## config.mk

```make
export PLATFORM = sky130hd
export DESIGN_NAME = smf_track_event_parser
export DESIGN_NICKNAME = d
export VERILOG_FILES = /design/src/design/smf_pkg.sv /design/src/design/smf_track_event_parser.sv /design/src/design/smf_parse_core.sv /design/src/design/smf_result_fifo.sv
export SDC_FILE = /design/constraint.sdc
export NUM_CORES = 2
export LEC_CHECK = 0
export BUFFER_PORTS_ARGS = -buffer_cell sky130_fd_sc_hd__buf_2
export CORE_MARGIN = 5
export CORE_UTILIZATION = 35
export DETAILED_ROUTE_END_ITERATION = 6
export PLACE_DENSITY_LB_ADDON = 0.1
export RECOVER_POWER = 100
export SYNTH_ARGS = -nofsm -noshare
export SYNTH_HDL_FRONTEND = slang
export SYNTH_SLANG_ARGS = --single-unit
```

## constraint.sdc

```tcl
create_clock -name clock -period 9.1 [get_ports clock]
set_clock_uncertainty 0.15 [all_clocks]
set_input_delay 1.82 -clock clock [delete_from_list [all_inputs] [get_ports clock]]
set_output_delay 1.82 -clock clock [all_outputs]
set_load 0.05 [all_outputs]
```

## src/design/smf_pkg.sv

```systemverilog
// shared types, codes and result builders for the track event parser
`timescale 1ns / 1ps
`default_nettype none

package smf_pkg;

   localparam int TICK_BITS_DEF = 32;

   localparam int FIFO_DEPTH = 4;
   localparam int FIFO_PTR_BITS = $clog2(FIFO_DEPTH);
   localparam int FIFO_CNT_BITS = $clog2(FIFO_DEPTH + 1);

   localparam logic [1:0] KIND_CHANNEL = 2'd0;
   localparam logic [1:0] KIND_META = 2'd1;
   localparam logic [1:0] KIND_SYSEX = 2'd2;
   localparam logic [1:0] KIND_PAYLOAD = 2'd3;

   localparam logic [7:0] STATUS_META = 8'hFF;
   localparam logic [7:0] STATUS_SYSEX = 8'hF0;
   localparam logic [7:0] STATUS_SYSEX_ESC = 8'hF7;
   localparam logic [7:0] META_TEMPO = 8'h51;
   localparam logic [7:0] META_END_OF_TRACK = 8'h2F;
   localparam logic [3:0] CLASS_PROGRAM = 4'hC;
   localparam logic [3:0] CLASS_PRESSURE = 4'hD;
   localparam logic [31:0] TEMPO_LENGTH = 32'd3;

   typedef struct packed {
      logic [1:0]  result_kind;
      logic [31:0] abs_tick;
      logic [7:0]  status_value;
      logic [7:0]  first_data;
      logic [7:0]  second_data;
      logic [7:0]  meta_kind;
      logic [31:0] payload_count;
      logic [7:0]  payload_value;
      logic [23:0] tempo_us;
      logic        tempo_valid;
      logic        chunk_done;
      logic        last;
   } result_type;

   typedef struct packed {
      logic [FIFO_CNT_BITS-1:0] count;
      logic                     full;
   } fifo_status_type;

   function automatic logic one_data_byte(input logic [7:0] status);
      return (status[7:4] == CLASS_PROGRAM) || (status[7:4] == CLASS_PRESSURE);
   endfunction

   function automatic result_type make_channel(input logic [7:0] status,
                                               input logic [7:0] d1,
                                               input logic [7:0] d2,
                                               input logic [31:0] tick,
                                               input logic done);
      result_type r;
      r = '0;
      r.result_kind = KIND_CHANNEL;
      r.abs_tick = tick;
      r.status_value = status;
      r.first_data = d1;
      r.second_data = d2;
      r.chunk_done = done;
      return r;
   endfunction

   function automatic result_type make_block(input logic [7:0] status,
                                             input logic [7:0] meta_kind,
                                             input logic [31:0] total,
                                             input logic [23:0] tempo,
                                             input logic [31:0] tick,
                                             input logic body_used);
      result_type r;
      logic       is_meta;
      logic       tv;
      r = '0;
      is_meta = (status == STATUS_META);
      tv = is_meta && (meta_kind == META_TEMPO) && (total == TEMPO_LENGTH);
      r.result_kind = is_meta ? KIND_META : KIND_SYSEX;
      r.abs_tick = tick;
      r.status_value = status;
      r.meta_kind = is_meta ? meta_kind : 8'h00;
      r.payload_count = total;
      r.tempo_us = tv ? tempo : 24'h000000;
      r.tempo_valid = tv;
      r.chunk_done = body_used || (is_meta && (meta_kind == META_END_OF_TRACK));
      return r;
   endfunction

endpackage

`default_nettype wire

```

## src/design/smf_track_event_parser.sv

```systemverilog
// top level of the midi track chunk event parser
//
//   channel | direction | words                     | handshake
//   req     | in        | one track byte            | req_valid / req_ready
//   rsp     | out       | one event or payload byte | rsp_valid / rsp_ready
//
// one byte is taken per cycle while req_ready is high; each byte is decoded in the cycle it is taken
// and its results (none, one or two) land in a four-entry result queue
// a byte that ends a payload gives two results; the queue drains at one per cycle while rsp_ready is high
// req_ready is high while the queue has room for two results
// synchronous reset returns the parser to awaiting a chunk header and empties the queue
`timescale 1ns / 1ps
`default_nettype none

module smf_track_event_parser #(
   parameter int TICK_BITS = smf_pkg::TICK_BITS_DEF
) (
   input  wire logic        clock,
   input  wire logic        reset,
   input  wire logic        req_valid,
   output logic             req_ready,
   input  wire logic [7:0]  req_track_byte,
   output logic             rsp_valid,
   input  wire logic        rsp_ready,
   output logic [1:0]       rsp_result_kind,
   output logic [31:0]      rsp_abs_tick,
   output logic [7:0]       rsp_status_value,
   output logic [7:0]       rsp_first_data,
   output logic [7:0]       rsp_second_data,
   output logic [7:0]       rsp_meta_kind,
   output logic [31:0]      rsp_payload_count,
   output logic [7:0]       rsp_payload_value,
   output logic [23:0]      rsp_tempo_us,
   output logic             rsp_tempo_valid,
   output logic             rsp_chunk_done,
   output logic             rsp_last
);

   smf_pkg::result_type      res_first;
   smf_pkg::result_type      res_second;
   smf_pkg::result_type      head;
   smf_pkg::fifo_status_type fifo_status;
   logic [1:0]               res_count;
   logic                     word_take;

   assign req_ready = (fifo_status.count
                       <= smf_pkg::FIFO_CNT_BITS'(smf_pkg::FIFO_DEPTH - 2));
   assign word_take = req_valid && req_ready;

   smf_parse_core #(
      .TICK_BITS(TICK_BITS)
   ) u_core (
      .clock(clock),
      .reset(reset),
      .word_take(word_take),
      .word_byte(req_track_byte),
      .res_first(res_first),
      .res_second(res_second),
      .res_count(res_count)
   );

   smf_result_fifo u_fifo (
      .clock(clock),
      .reset(reset),
      .push_first(res_first),
      .push_second(res_second),
      .push_count(res_count),
      .pop_valid(rsp_valid),
      .pop_ready(rsp_ready),
      .pop_data(head),
      .status(fifo_status)
   );

   assign rsp_result_kind = head.result_kind;
   assign rsp_abs_tick = head.abs_tick;
   assign rsp_status_value = head.status_value;
   assign rsp_first_data = head.first_data;
   assign rsp_second_data = head.second_data;
   assign rsp_meta_kind = head.meta_kind;
   assign rsp_payload_count = head.payload_count;
   assign rsp_payload_value = head.payload_value;
   assign rsp_tempo_us = head.tempo_us;
   assign rsp_tempo_valid = head.tempo_valid;
   assign rsp_chunk_done = head.chunk_done;
   assign rsp_last = head.last;

   a_no_overflow: assert property (@(posedge clock) disable iff (reset)
      !(fifo_status.full && (res_count != 2'd0)))
      else $error("result queue written while full");

   a_results_only_on_take: assert property (@(posedge clock) disable iff (reset)
      !word_take |-> (res_count == 2'd0))
      else $error("results produced without a byte taken");

   a_pair_shows_next: assert property (@(posedge clock) disable iff (reset)
      (res_count == 2'd2) |=> (rsp_valid && (fifo_status.count >= 2)))
      else $error("two results taken but queue not holding them");

   a_payload_not_done: assert property (@(posedge clock) disable iff (reset)
      (rsp_valid && (rsp_result_kind == smf_pkg::KIND_PAYLOAD))
      |-> (!rsp_chunk_done && !rsp_tempo_valid))
      else $error("payload byte flagged as chunk end or tempo");

endmodule

`default_nettype wire

```

## src/design/smf_parse_core.sv

```systemverilog
// parser state and per-word result decode
`timescale 1ns / 1ps
`default_nettype none

module smf_parse_core #(
   parameter int TICK_BITS = smf_pkg::TICK_BITS_DEF
) (
   input  wire logic              clock,
   input  wire logic              reset,
   input  wire logic              word_take,
   input  wire logic [7:0]        word_byte,
   output smf_pkg::result_type    res_first,
   output smf_pkg::result_type    res_second,
   output logic [1:0]             res_count
);

   localparam logic [3:0] PH_HEADER = 4'd0;
   localparam logic [3:0] PH_DELTA = 4'd1;
   localparam logic [3:0] PH_STATUS = 4'd2;
   localparam logic [3:0] PH_DATA1 = 4'd3;
   localparam logic [3:0] PH_DATA2 = 4'd4;
   localparam logic [3:0] PH_META_TYPE = 4'd5;
   localparam logic [3:0] PH_META_LEN = 4'd6;
   localparam logic [3:0] PH_SYSEX_LEN = 4'd7;
   localparam logic [3:0] PH_PAYLOAD = 4'd8;

   logic [3:0]           phase_ff, phase_in;
   logic [2:0]           header_count_ff, header_count_in;
   logic [31:0]          body_length_ff, body_length_in;
   logic [31:0]          body_consumed_ff, body_consumed_in;
   logic [31:0]          vlq_accum_ff, vlq_accum_in;
   logic [TICK_BITS-1:0] tick_total_ff, tick_total_in;
   logic [3:0]           running_kind_ff, running_kind_in;
   logic [3:0]           running_chan_ff, running_chan_in;
   logic [7:0]           event_status_ff, event_status_in;
   logic [7:0]           held_data_ff, held_data_in;
   logic [7:0]           held_meta_kind_ff, held_meta_kind_in;
   logic [31:0]          payload_left_ff, payload_left_in;
   logic [31:0]          payload_total_ff, payload_total_in;
   logic [23:0]          tempo_accum_ff, tempo_accum_in;

   logic [TICK_BITS+31:0] tick_wide;
   logic [31:0]           tick_now;
   logic [31:0]           vlq_shift;
   logic                  vlq_end;
   logic [7:0]            running_status;
   logic                  body_used;
   logic [31:0]           consumed_step;
   logic [23:0]           tempo_shift;
   logic                  event_end;
   logic                  event_done;

   assign tick_wide = {32'h0000_0000, tick_total_ff};
   assign tick_now = tick_wide[31:0];
   assign vlq_shift = {vlq_accum_ff[24:0], word_byte[6:0]};
   assign vlq_end = !word_byte[7];
   assign running_status = {running_kind_ff, running_chan_ff};
   assign consumed_step = (body_consumed_ff == 32'hFFFF_FFFF) ? body_consumed_ff
                                                               : body_consumed_ff + 32'd1;
   assign body_used = (consumed_step >= body_length_ff);
   assign tempo_shift = {tempo_accum_ff[15:0], word_byte};

   always_comb begin
      phase_in = phase_ff;
      header_count_in = header_count_ff;
      body_length_in = body_length_ff;
      body_consumed_in = body_consumed_ff;
      vlq_accum_in = vlq_accum_ff;
      tick_total_in = tick_total_ff;
      running_kind_in = running_kind_ff;
      running_chan_in = running_chan_ff;
      event_status_in = event_status_ff;
      held_data_in = held_data_ff;
      held_meta_kind_in = held_meta_kind_ff;
      payload_left_in = payload_left_ff;
      payload_total_in = payload_total_ff;
      tempo_accum_in = tempo_accum_ff;
      res_first = '0;
      res_second = '0;
      res_count = 2'd0;
      event_end = 1'b0;
      event_done = 1'b0;

      if (word_take) begin
         if (phase_ff != PH_HEADER) begin
            body_consumed_in = consumed_step;
         end
         unique case (phase_ff)
            PH_HEADER: begin
               if (header_count_ff[2]) begin
                  body_length_in = {body_length_ff[23:0], word_byte};
               end
               header_count_in = header_count_ff + 3'd1;
               if (header_count_ff == 3'd7) begin
                  if (body_length_in != 32'h0000_0000) begin
                     phase_in = PH_DELTA;
                     vlq_accum_in = '0;
                  end
               end
            end
            PH_DELTA: begin
               vlq_accum_in = vlq_shift;
               if (vlq_end) begin
                  tick_total_in = tick_total_ff + TICK_BITS'(vlq_shift);
                  phase_in = PH_STATUS;
               end
            end
            PH_STATUS: begin
               if (word_byte == smf_pkg::STATUS_META) begin
                  event_status_in = smf_pkg::STATUS_META;
                  phase_in = PH_META_TYPE;
               end else if ((word_byte == smf_pkg::STATUS_SYSEX)
                            || (word_byte == smf_pkg::STATUS_SYSEX_ESC)) begin
                  event_status_in = word_byte;
                  vlq_accum_in = '0;
                  phase_in = PH_SYSEX_LEN;
               end else if (word_byte[7]) begin
                  running_kind_in = word_byte[7:4];
                  running_chan_in = word_byte[3:0];
                  event_status_in = word_byte;
                  phase_in = PH_DATA1;
               end else begin
                  event_status_in = running_status;
                  if (smf_pkg::one_data_byte(running_status)) begin
                     res_first = smf_pkg::make_channel(running_status, word_byte, 8'h00,
                                                       tick_now, body_used);
                     res_first.last = 1'b1;
                     res_count = 2'd1;
                     event_end = 1'b1;
                     event_done = body_used;
                  end else begin
                     held_data_in = word_byte;
                     phase_in = PH_DATA2;
                  end
               end
            end
            PH_DATA1: begin
               if (smf_pkg::one_data_byte(event_status_ff)) begin
                  res_first = smf_pkg::make_channel(event_status_ff, word_byte, 8'h00,
                                                    tick_now, body_used);
                  res_first.last = 1'b1;
                  res_count = 2'd1;
                  event_end = 1'b1;
                  event_done = body_used;
               end else begin
                  held_data_in = word_byte;
                  phase_in = PH_DATA2;
               end
            end
            PH_DATA2: begin
               res_first = smf_pkg::make_channel(event_status_ff, held_data_ff, word_byte,
                                                 tick_now, body_used);
               res_first.last = 1'b1;
               res_count = 2'd1;
               event_end = 1'b1;
               event_done = body_used;
            end
            PH_META_TYPE: begin
               held_meta_kind_in = word_byte;
               vlq_accum_in = '0;
               phase_in = PH_META_LEN;
            end
            PH_META_LEN, PH_SYSEX_LEN: begin
               vlq_accum_in = vlq_shift;
               if (vlq_end) begin
                  payload_left_in = vlq_shift;
                  payload_total_in = vlq_shift;
                  tempo_accum_in = '0;
                  if (vlq_shift == 32'h0000_0000) begin
                     res_first = smf_pkg::make_block(event_status_ff, held_meta_kind_ff,
                                                     32'h0000_0000, 24'h000000,
                                                     tick_now, body_used);
                     res_first.last = 1'b1;
                     res_count = 2'd1;
                     event_end = 1'b1;
                     event_done = res_first.chunk_done;
                  end else begin
                     phase_in = PH_PAYLOAD;
                  end
               end
            end
            PH_PAYLOAD: begin
               res_first = '0;
               res_first.result_kind = smf_pkg::KIND_PAYLOAD;
               res_first.abs_tick = tick_now;
               res_first.status_value = event_status_ff;
               res_first.meta_kind = (event_status_ff == smf_pkg::STATUS_META)
                                     ? held_meta_kind_ff : 8'h00;
               res_first.payload_count = payload_total_ff;
               res_first.payload_value = word_byte;
               res_first.last = 1'b1;
               res_count = 2'd1;
               tempo_accum_in = tempo_shift;
               payload_left_in = payload_left_ff - 32'd1;
               if (payload_left_ff == 32'd1) begin
                  res_first.last = 1'b0;
                  res_second = smf_pkg::make_block(event_status_ff, held_meta_kind_ff,
                                                   payload_total_ff, tempo_shift,
                                                   tick_now, body_used);
                  res_second.last = 1'b1;
                  res_count = 2'd2;
                  event_end = 1'b1;
                  event_done = res_second.chunk_done;
               end
            end
            default: begin
               event_end = 1'b1;
               event_done = 1'b1;
            end
         endcase

         if (event_end) begin
            if (event_done) begin
               phase_in = PH_HEADER;
               header_count_in = '0;
               body_length_in = '0;
               body_consumed_in = '0;
               vlq_accum_in = '0;
               tick_total_in = '0;
               running_kind_in = '0;
               running_chan_in = '0;
               event_status_in = '0;
               held_data_in = '0;
               held_meta_kind_in = '0;
               payload_left_in = '0;
               payload_total_in = '0;
               tempo_accum_in = '0;
            end else begin
               phase_in = PH_DELTA;
               vlq_accum_in = '0;
            end
         end
      end
   end

   always_ff @(posedge clock) begin
      if (reset) begin
         phase_ff <= PH_HEADER;
         header_count_ff <= '0;
         body_length_ff <= '0;
         body_consumed_ff <= '0;
         vlq_accum_ff <= '0;
         tick_total_ff <= '0;
         running_kind_ff <= '0;
         running_chan_ff <= '0;
         event_status_ff <= '0;
         held_data_ff <= '0;
         held_meta_kind_ff <= '0;
         payload_left_ff <= '0;
         payload_total_ff <= '0;
         tempo_accum_ff <= '0;
      end else begin
         phase_ff <= phase_in;
         header_count_ff <= header_count_in;
         body_length_ff <= body_length_in;
         body_consumed_ff <= body_consumed_in;
         vlq_accum_ff <= vlq_accum_in;
         tick_total_ff <= tick_total_in;
         running_kind_ff <= running_kind_in;
         running_chan_ff <= running_chan_in;
         event_status_ff <= event_status_in;
         held_data_ff <= held_data_in;
         held_meta_kind_ff <= held_meta_kind_in;
         payload_left_ff <= payload_left_in;
         payload_total_ff <= payload_total_in;
         tempo_accum_ff <= tempo_accum_in;
      end
   end

endmodule

`default_nettype wire

```

## src/design/smf_result_fifo.sv

```systemverilog
// small result queue taking up to two results per cycle
`timescale 1ns / 1ps
`default_nettype none

module smf_result_fifo (
   input  wire logic                   clock,
   input  wire logic                   reset,
   input  wire smf_pkg::result_type    push_first,
   input  wire smf_pkg::result_type    push_second,
   input  wire logic [1:0]             push_count,
   output logic                        pop_valid,
   input  wire logic                   pop_ready,
   output smf_pkg::result_type         pop_data,
   output smf_pkg::fifo_status_type    status
);

   smf_pkg::result_type entry_ff [smf_pkg::FIFO_DEPTH];

   logic [smf_pkg::FIFO_PTR_BITS-1:0] wr_ptr_ff, wr_ptr_in;
   logic [smf_pkg::FIFO_PTR_BITS-1:0] rd_ptr_ff, rd_ptr_in;
   logic [smf_pkg::FIFO_CNT_BITS-1:0] count_ff, count_in;
   logic [smf_pkg::FIFO_PTR_BITS-1:0] wr_ptr_next;
   logic                              pop;

   assign pop_valid = (count_ff != '0);
   assign pop = pop_valid && pop_ready;
   assign pop_data = entry_ff[rd_ptr_ff];
   assign wr_ptr_next = wr_ptr_ff + smf_pkg::FIFO_PTR_BITS'(1);

   assign wr_ptr_in = wr_ptr_ff + smf_pkg::FIFO_PTR_BITS'(push_count);
   assign rd_ptr_in = rd_ptr_ff + smf_pkg::FIFO_PTR_BITS'(pop);
   assign count_in = count_ff + smf_pkg::FIFO_CNT_BITS'(push_count)
                     - smf_pkg::FIFO_CNT_BITS'(pop);

   assign status.count = count_ff;
   assign status.full = (count_ff == smf_pkg::FIFO_CNT_BITS'(smf_pkg::FIFO_DEPTH));

   always_ff @(posedge clock) begin
      if (push_count != 2'd0) begin
         entry_ff[wr_ptr_ff] <= push_first;
      end
      if (push_count == 2'd2) begin
         entry_ff[wr_ptr_next] <= push_second;
      end
   end

   always_ff @(posedge clock) begin
      if (reset) begin
         wr_ptr_ff <= '0;
         rd_ptr_ff <= '0;
         count_ff <= '0;
      end else begin
         wr_ptr_ff <= wr_ptr_in;
         rd_ptr_ff <= rd_ptr_in;
         count_ff <= count_in;
      end
   end

endmodule

`default_nettype wire

```

# Yosys cells after proc, flatten, opt, wreduce, memory -nomap -nowiden
# Memories as Yosys holds them, arrays and structs flattened. A register that Yosys moved wholly into a read port is not among the register bits.
# Index checks and enable logic that the tools add are counted.
[word_totals]
regBits = 255
mem_bits_rw = 532
inputBits = 12
out_inout_bits = 135
word_cells = 211
mem_count = 1
[mem_list]
columns = ["memory", "depth", "width", "read_ports", "rd_ports_with_merged_regs", "wr", "line", "text"]
rows = [
  ["u_fifo.entry_ff", 4, 133, 1, 1, 2, "smf_result_fifo.sv:17", "smf_pkg::result_type entry_ff [smf_pkg::FIFO_DEPTH];"],
]
[classes]
add_sub_neg = 9
n_lt_le_gt_ge = 2
eq_ne = 32
muxes = 128
n_reduce_logical = 22
[ops]
columns = ["cell", "count"]
rows = [
  ["two-way mux 133 bit", 9],
  ["two-way mux 32 bit", 21],
  ["case mux 133 bit (5 select lines)", 1],
  ["two-way mux 131 bit", 2],
  ["two-way mux 8 bit", 17],
  ["two-way mux 25 bit", 5],
  ["case mux 25 bit (4 select lines)", 1],
  ["two-way mux 24 bit", 4],
  ["two-way mux 4 bit", 23],
  ["case mux 32 bit (2 select lines)", 1],
  ["case mux 24 bit (2 select lines)", 1],
  ["adder 32 x 1 -> 32 bit (second input constant)", 1],
  ["adder 32 bit", 1],
  ["equality test 32 x 1 -> 1 bit (second input constant)", 1],
  ["equality test 32 x 2 -> 1 bit (second input constant)", 1],
  ["equality test 32 bit (second input constant)", 1],
  ["equality test 8 bit (second input constant)", 4],
  ["greater-or-equal comparator 32 bit", 1],
  ["zero test 32 bit", 1],
  ["nonzero test 32 bit", 1],
  ["subtractor 32 x 1 -> 32 bit (second input constant)", 1],
  ["two-way mux 1 bit", 27],
  ["case mux 4 bit (6 select lines)", 1],
  ["equality test 4 bit (second input constant)", 5],
  ["36 further kinds", 62],
]

# Depth between registers and ports, before layout
[logic_depth]
ltp_word = 11
depth_mapped = 22
mapped_depth_nobuf = 19

# Modules after synthesis
# Synthesis repeated with hierarchy kept, for this count alone.
[hier_totals]
hier_cells = 3188
area_unflattened_um2 = 41011.8
[modules_own_cells]
columns = ["mod", "instances", "cells_per_inst", "area_each_um2", "seq_area_each_um2"]
rows = [
  ["smf_result_fifo", 1, 1336, 25949.9, 16115.5],
  ["smf_parse_core", 1, 1850, 15046.9, 4804.6],
  ["smf_track_event_parser", 1, 2, 15.0, 0.0],
]

# Worst setup path after synthesis
# No wires, ideal clock.
[synth_timing]
kind = "input to register"
start = "input req_track_byte[7]"
end = "memory u_fifo.entry_ff[0][0] (netlist name) (enable)"
arrival_time_ns = 6.517
slack_ns = 1.920
cell_stages = 10
path_buffers = 3
cell_sequence = "or3_1 > clkbuf_1 > nor3_1 > o31a_1 > buf_2 > nor2_4 > nor3_2 > nor2_4 > inv_1 > clkbuf_1"
[synth_rtl]
columns = ["element", "line", "text"]
rows = [
  ["start, declared", "smf_track_event_parser.sv:22", "input wire logic [7:0] req_track_byte,"],
  ["end, declared", "smf_result_fifo.sv:17", ""],
]

==> impl_metrics.toml <==
[outcome]
status = "complete, but fails checks"
failed_checks = "max-capacitance violations, max-slew violations"

[synth]
synth.most_common_cell = "sky130_fd_sc_hd__edfxtp_1"
synth_top_cells_by_count = "sky130_fd_sc_hd__edfxtp_1 (436), sky130_fd_sc_hd__nand2_1 (406), sky130_fd_sc_hd__nor2_1 (349)"
instance_count_of_the_mapped_netlist = 3253
post_synth_num_cell_types = 83
yosysTopAreaCellShare = 0.364
postSynth.asyncResetShare = 0
yosysWarnings = 0
post_synth_instance_area_um2 = 36000
synth_largest_area_cell = "sky130_fd_sc_hd__edfxtp_1"
synth.area.top_cells = "sky130_fd_sc_hd__edfxtp_1 (36%), sky130_fd_sc_hd__dfxtp_1 (19%), sky130_fd_sc_hd__mux4_2 (8.3%)"
ys_seq_area_frac = 0.554
synth_seq_cells = 779
postSynthAreaPerCell_um2 = 11.1
synth_top_flop_cell = "sky130_fd_sc_hd__edfxtp_1"
number_of_flops_mapped_to_enable_cells_by_yosys = 436
syn-num-nets = 3340

[setup_path]
timing.critical_path.mode_cell = "sky130_fd_sc_hd__clkbuf_1"
rrSetupSlack_ns = 1.88
path_cells = "buf_2, clkbuf_1, nor4_1, nand4_1, nor3_1, o31a_1, nor2_4, nor2_1, nor2_2, clkbuf_1, inv_6, buf_4, and2_1"
cp.required_ns = 9.36
timing.critical_path.to_type = "register"
regToRegStartpoint = "u_core.body_consumed_ff[0]$_SDFFE_PP0P_"
crit_path_top_delay_cell = "sky130_fd_sc_hd__clkbuf_1"
crit_path_from = "req_track_byte[1]"
critical_path_depth = 13
crit_path_max_fanout = 90
cp-endpoint = "u_fifo.entry_ff[1][119]$_DFFE_PP_"
cp-start-kind = "primary input"
r2r.worst_path.cells = 18
cp_data_arrival_time_ns = 7.77
cpLargestDelayFamily = "buffers and inverters"
combined_buffer_and_inverter_count_along_the_critical_path = 5
critical_path.reg2reg.endpoint = "u_core.payload_total_ff[29]$_SDFFE_PP0P_"
timing.setup.critical_path_class = "in2reg"
stage_delay_of_the_slowest_cell_on_the_critical_path_ns = 1.57

[floorplanning]
die_width_um = 331
die_area_um2 = 109000
start_util = 0.353
num_rows = 117
boundaryPins = 147
core_um2 = 102000
chipHeight_um = 331

[hold_path]
worst_hold_path.num_cells = 2
min_path_type = "reg2reg"

[placement]
detailed_placement_wirelength_estimate_mm = 70.1
dpl_cell_area_um2 = 38100
dpl.cell_count = 4596
routabilityCongestion = 0.868
numPortBuffers = 146

[detailed_routing]
detail_route.drc_violations = 0
drt_pre_antenna_iters = 5
wl_per_cell_um = 23.3
drt-initial-drc-count = 2415
antenna_violating_nets_post_route = 0
vias_per_cell = 5.54
drt-total-wl_mm = 111
via_count = 26400

[power_and_ir_drop]
powerDensity_nw_per_um2 = 191
ir_drop_mv = 0.158
p_leak_uw = 0.0124

[timing]
timing.final.hold_violations = 0
achievable-frequency_ghz = 0.133
finalSetupViolations = 0
timing.final.max_slew_violations = 928
max_slew.worst_pin.slew_ns = 3.27
final.period_utilization = 0.825
period_needed_ns = 7.51
maxSlewHeadroom = -1.18
final.setup.tns_ns = 0
setup_repair_after_global_routing_missed_its_margin = "no"

[cts]
cts_max_path_buffers = 3
later_pin_clock_latency_in_the_skew_report_ns = 0.67
cts_htree_levels = 3
cts_resized = 0
clock_sinks = 779
holdBufCountCts = 0
cts_tree = "yes"
cts_root_buffer = "sky130_fd_sc_hd__clkbuf_16"
cts.reportedPaths.clkPinSlew_ns = 0.06
postCtsSetupBuffers = 0
cts_inserted_buffers = 87

[layout]
nets = 3404
fill_cells = 9890
drive_gt1_frac = 0.114
finalInstanceArea_um2 = 40500
layout.cells.non_filler = 4759
area.growth.synth_to_final_pct = 12.6
insertedDiodeCount = 0

[global_routing]
global_route.overflow_total = 0
gr-usage-all-layers = 0.198
antenna_found_initial = 1
pin_count_of_the_biggest_net_entering_global_routing = 91
first_global_vias = 26100
grt_pass1_wl_mm = 167

[run]
maxCapViolCount = 23
metrics by stage:
stage	setup slack (ns)	power, uW	util	hold slack, ns
floorplan	1.92	4230	-	0.283
global placement	2.31	4410	0.374	0.290
detailed placement	2.19	4410	0.374	0.294
CTS	2.72	7850	0.401	0.304
global route	1.07	8040	0.397	0.323
finish	1.59	7740	0.397	0.303
report_power, final:
group          switching (uW)  internal (uW)
combinational             347            228
clock                    1470           1950
sequential               62.7           3690
per-layer routing:
layer  GRT usage  wire (um)  vias to the layer above
met5           0          0                        -
li1            -          -                    12100
met4      0.0468       1840                        0
met3      0.0282       5910                      130
met1       0.283      50600                    13300
met2       0.320      52500                      748
kinds of logic after synthesis:
logic type,after synthesis,share of synthesized area
flip-flops,779,0.554
AO/OA/AOI/OAI,663,0.124
multiplexers,146,0.0869
adder cells (fa/ha/maj),75,0.0265
AND/OR/NAND/NOR,1248,0.163
XOR/XNOR,59,0.0144
buffers and inverters,283,0.0315
layout by cell type, fill, tap and decap left out, types with 43 or more instances in the layout:
cell type,n
sky130_fd_sc_hd__and2_1,101
sky130_fd_sc_hd__clkbuf_16,87
sky130_fd_sc_hd__and3_1,88
sky130_fd_sc_hd__dfxtp_1,342
sky130_fd_sc_hd__ha_1,73
sky130_fd_sc_hd__o21ai_0,116
sky130_fd_sc_hd__nor3_1,86
sky130_fd_sc_hd__mux4_2,133
sky130_fd_sc_hd__clkbuf_1,133
sky130_fd_sc_hd__a22oi_1,53
sky130_fd_sc_hd__xnor2_1,43
sky130_fd_sc_hd__a21oi_1,203
sky130_fd_sc_hd__inv_1,59
sky130_fd_sc_hd__nor2_1,344
sky130_fd_sc_hd__edfxtp_1,436
sky130_fd_sc_hd__a22o_1,140
sky130_fd_sc_hd__buf_2,56
sky130_fd_sc_hd__nand2_1,405
worst register-to-register path: stages, from the launching register on:
cell                       delay (ns)
sky130_fd_sc_hd__dfxtp_1         0.39
sky130_fd_sc_hd__ha_1            0.20
sky130_fd_sc_hd__nand2_1         0.10
sky130_fd_sc_hd__nor3_1          0.45
sky130_fd_sc_hd__o31ai_1         0.28
sky130_fd_sc_hd__nor2_1          0.28
sky130_fd_sc_hd__nand3_1         0.31
sky130_fd_sc_hd__nor2_1          0.26
sky130_fd_sc_hd__xor2_1          0.19
sky130_fd_sc_hd__ha_1            0.26
sky130_fd_sc_hd__and4_1          0.20
sky130_fd_sc_hd__a221oi_1        0.31
sky130_fd_sc_hd__o221ai_1        0.27
sky130_fd_sc_hd__a221oi_1        0.62
sky130_fd_sc_hd__o21a_1          0.20
sky130_fd_sc_hd__clkbuf_1        0.60
sky130_fd_sc_hd__a21oi_1         0.15
sky130_fd_sc_hd__nor2_1          1.59
sky130_fd_sc_hd__a22o_1          0.36
state kept, by name (all words and copies together) (netlist names), 4 cells and up:
register                  flops
u_core.body_consumed_ff      32
u_core.body_length_ff        32
u_core.event_status_ff        8
u_core.held_data_ff           8
u_core.held_meta_kind_ff      8
u_core.payload_left_ff       32
u_core.payload_total_ff      32
u_core.phase_ff               4
u_core.running_chan_ff        4
u_core.running_kind_ff        4
u_core.tempo_accum_ff        16
u_core.tick_now              32
u_core.vlq_accum_ff          25
u_fifo.entry_ff             532
cell type report:
class	instances	area (um^2)	area share
clock buffer	129	2440	0.0602
timing repair buffer	194	938	0.0231
sequential	779	20000	0.492
inverter	64	260	0.00642
clock inverter	34	299	0.00737
multi-input combinational	2191	14900	0.368
tap	1368	1710	0.0422
worst min path at each step:
| stage | startpoint | to | slack, ns |
|---|---|---|---|
| 2_1_floorplan | u_fifo.entry_ff[2][27]$_SDFFE_PP0P_ | u_fifo.entry_ff[2][27]$_SDFFE_PP0P_ | 0.28 |
| 3_3_place_gp | u_fifo.entry_ff[1][33]$_SDFFE_PP0P_ | u_fifo.entry_ff[1][33]$_SDFFE_PP0P_ | 0.29 |
| 3_5_place_dp | u_fifo.entry_ff[3][79]$_SDFFE_PP0P_ | u_fifo.entry_ff[3][79]$_SDFFE_PP0P_ | 0.29 |
| 4_1_cts | u_fifo.entry_ff[3][33]$_SDFFE_PP0P_ | u_fifo.entry_ff[3][33]$_SDFFE_PP0P_ | 0.30 |
| 5_1_grt | u_fifo.entry_ff[0][75]$_SDFFE_PP0P_ | u_fifo.entry_ff[0][75]$_SDFFE_PP0P_ | 0.32 |
| 6_report | u_fifo.entry_ff[2][76]$_SDFFE_PP0P_ | u_fifo.entry_ff[2][76]$_SDFFE_PP0P_ | 0.30 |
(Power assumes the default switching activity.)
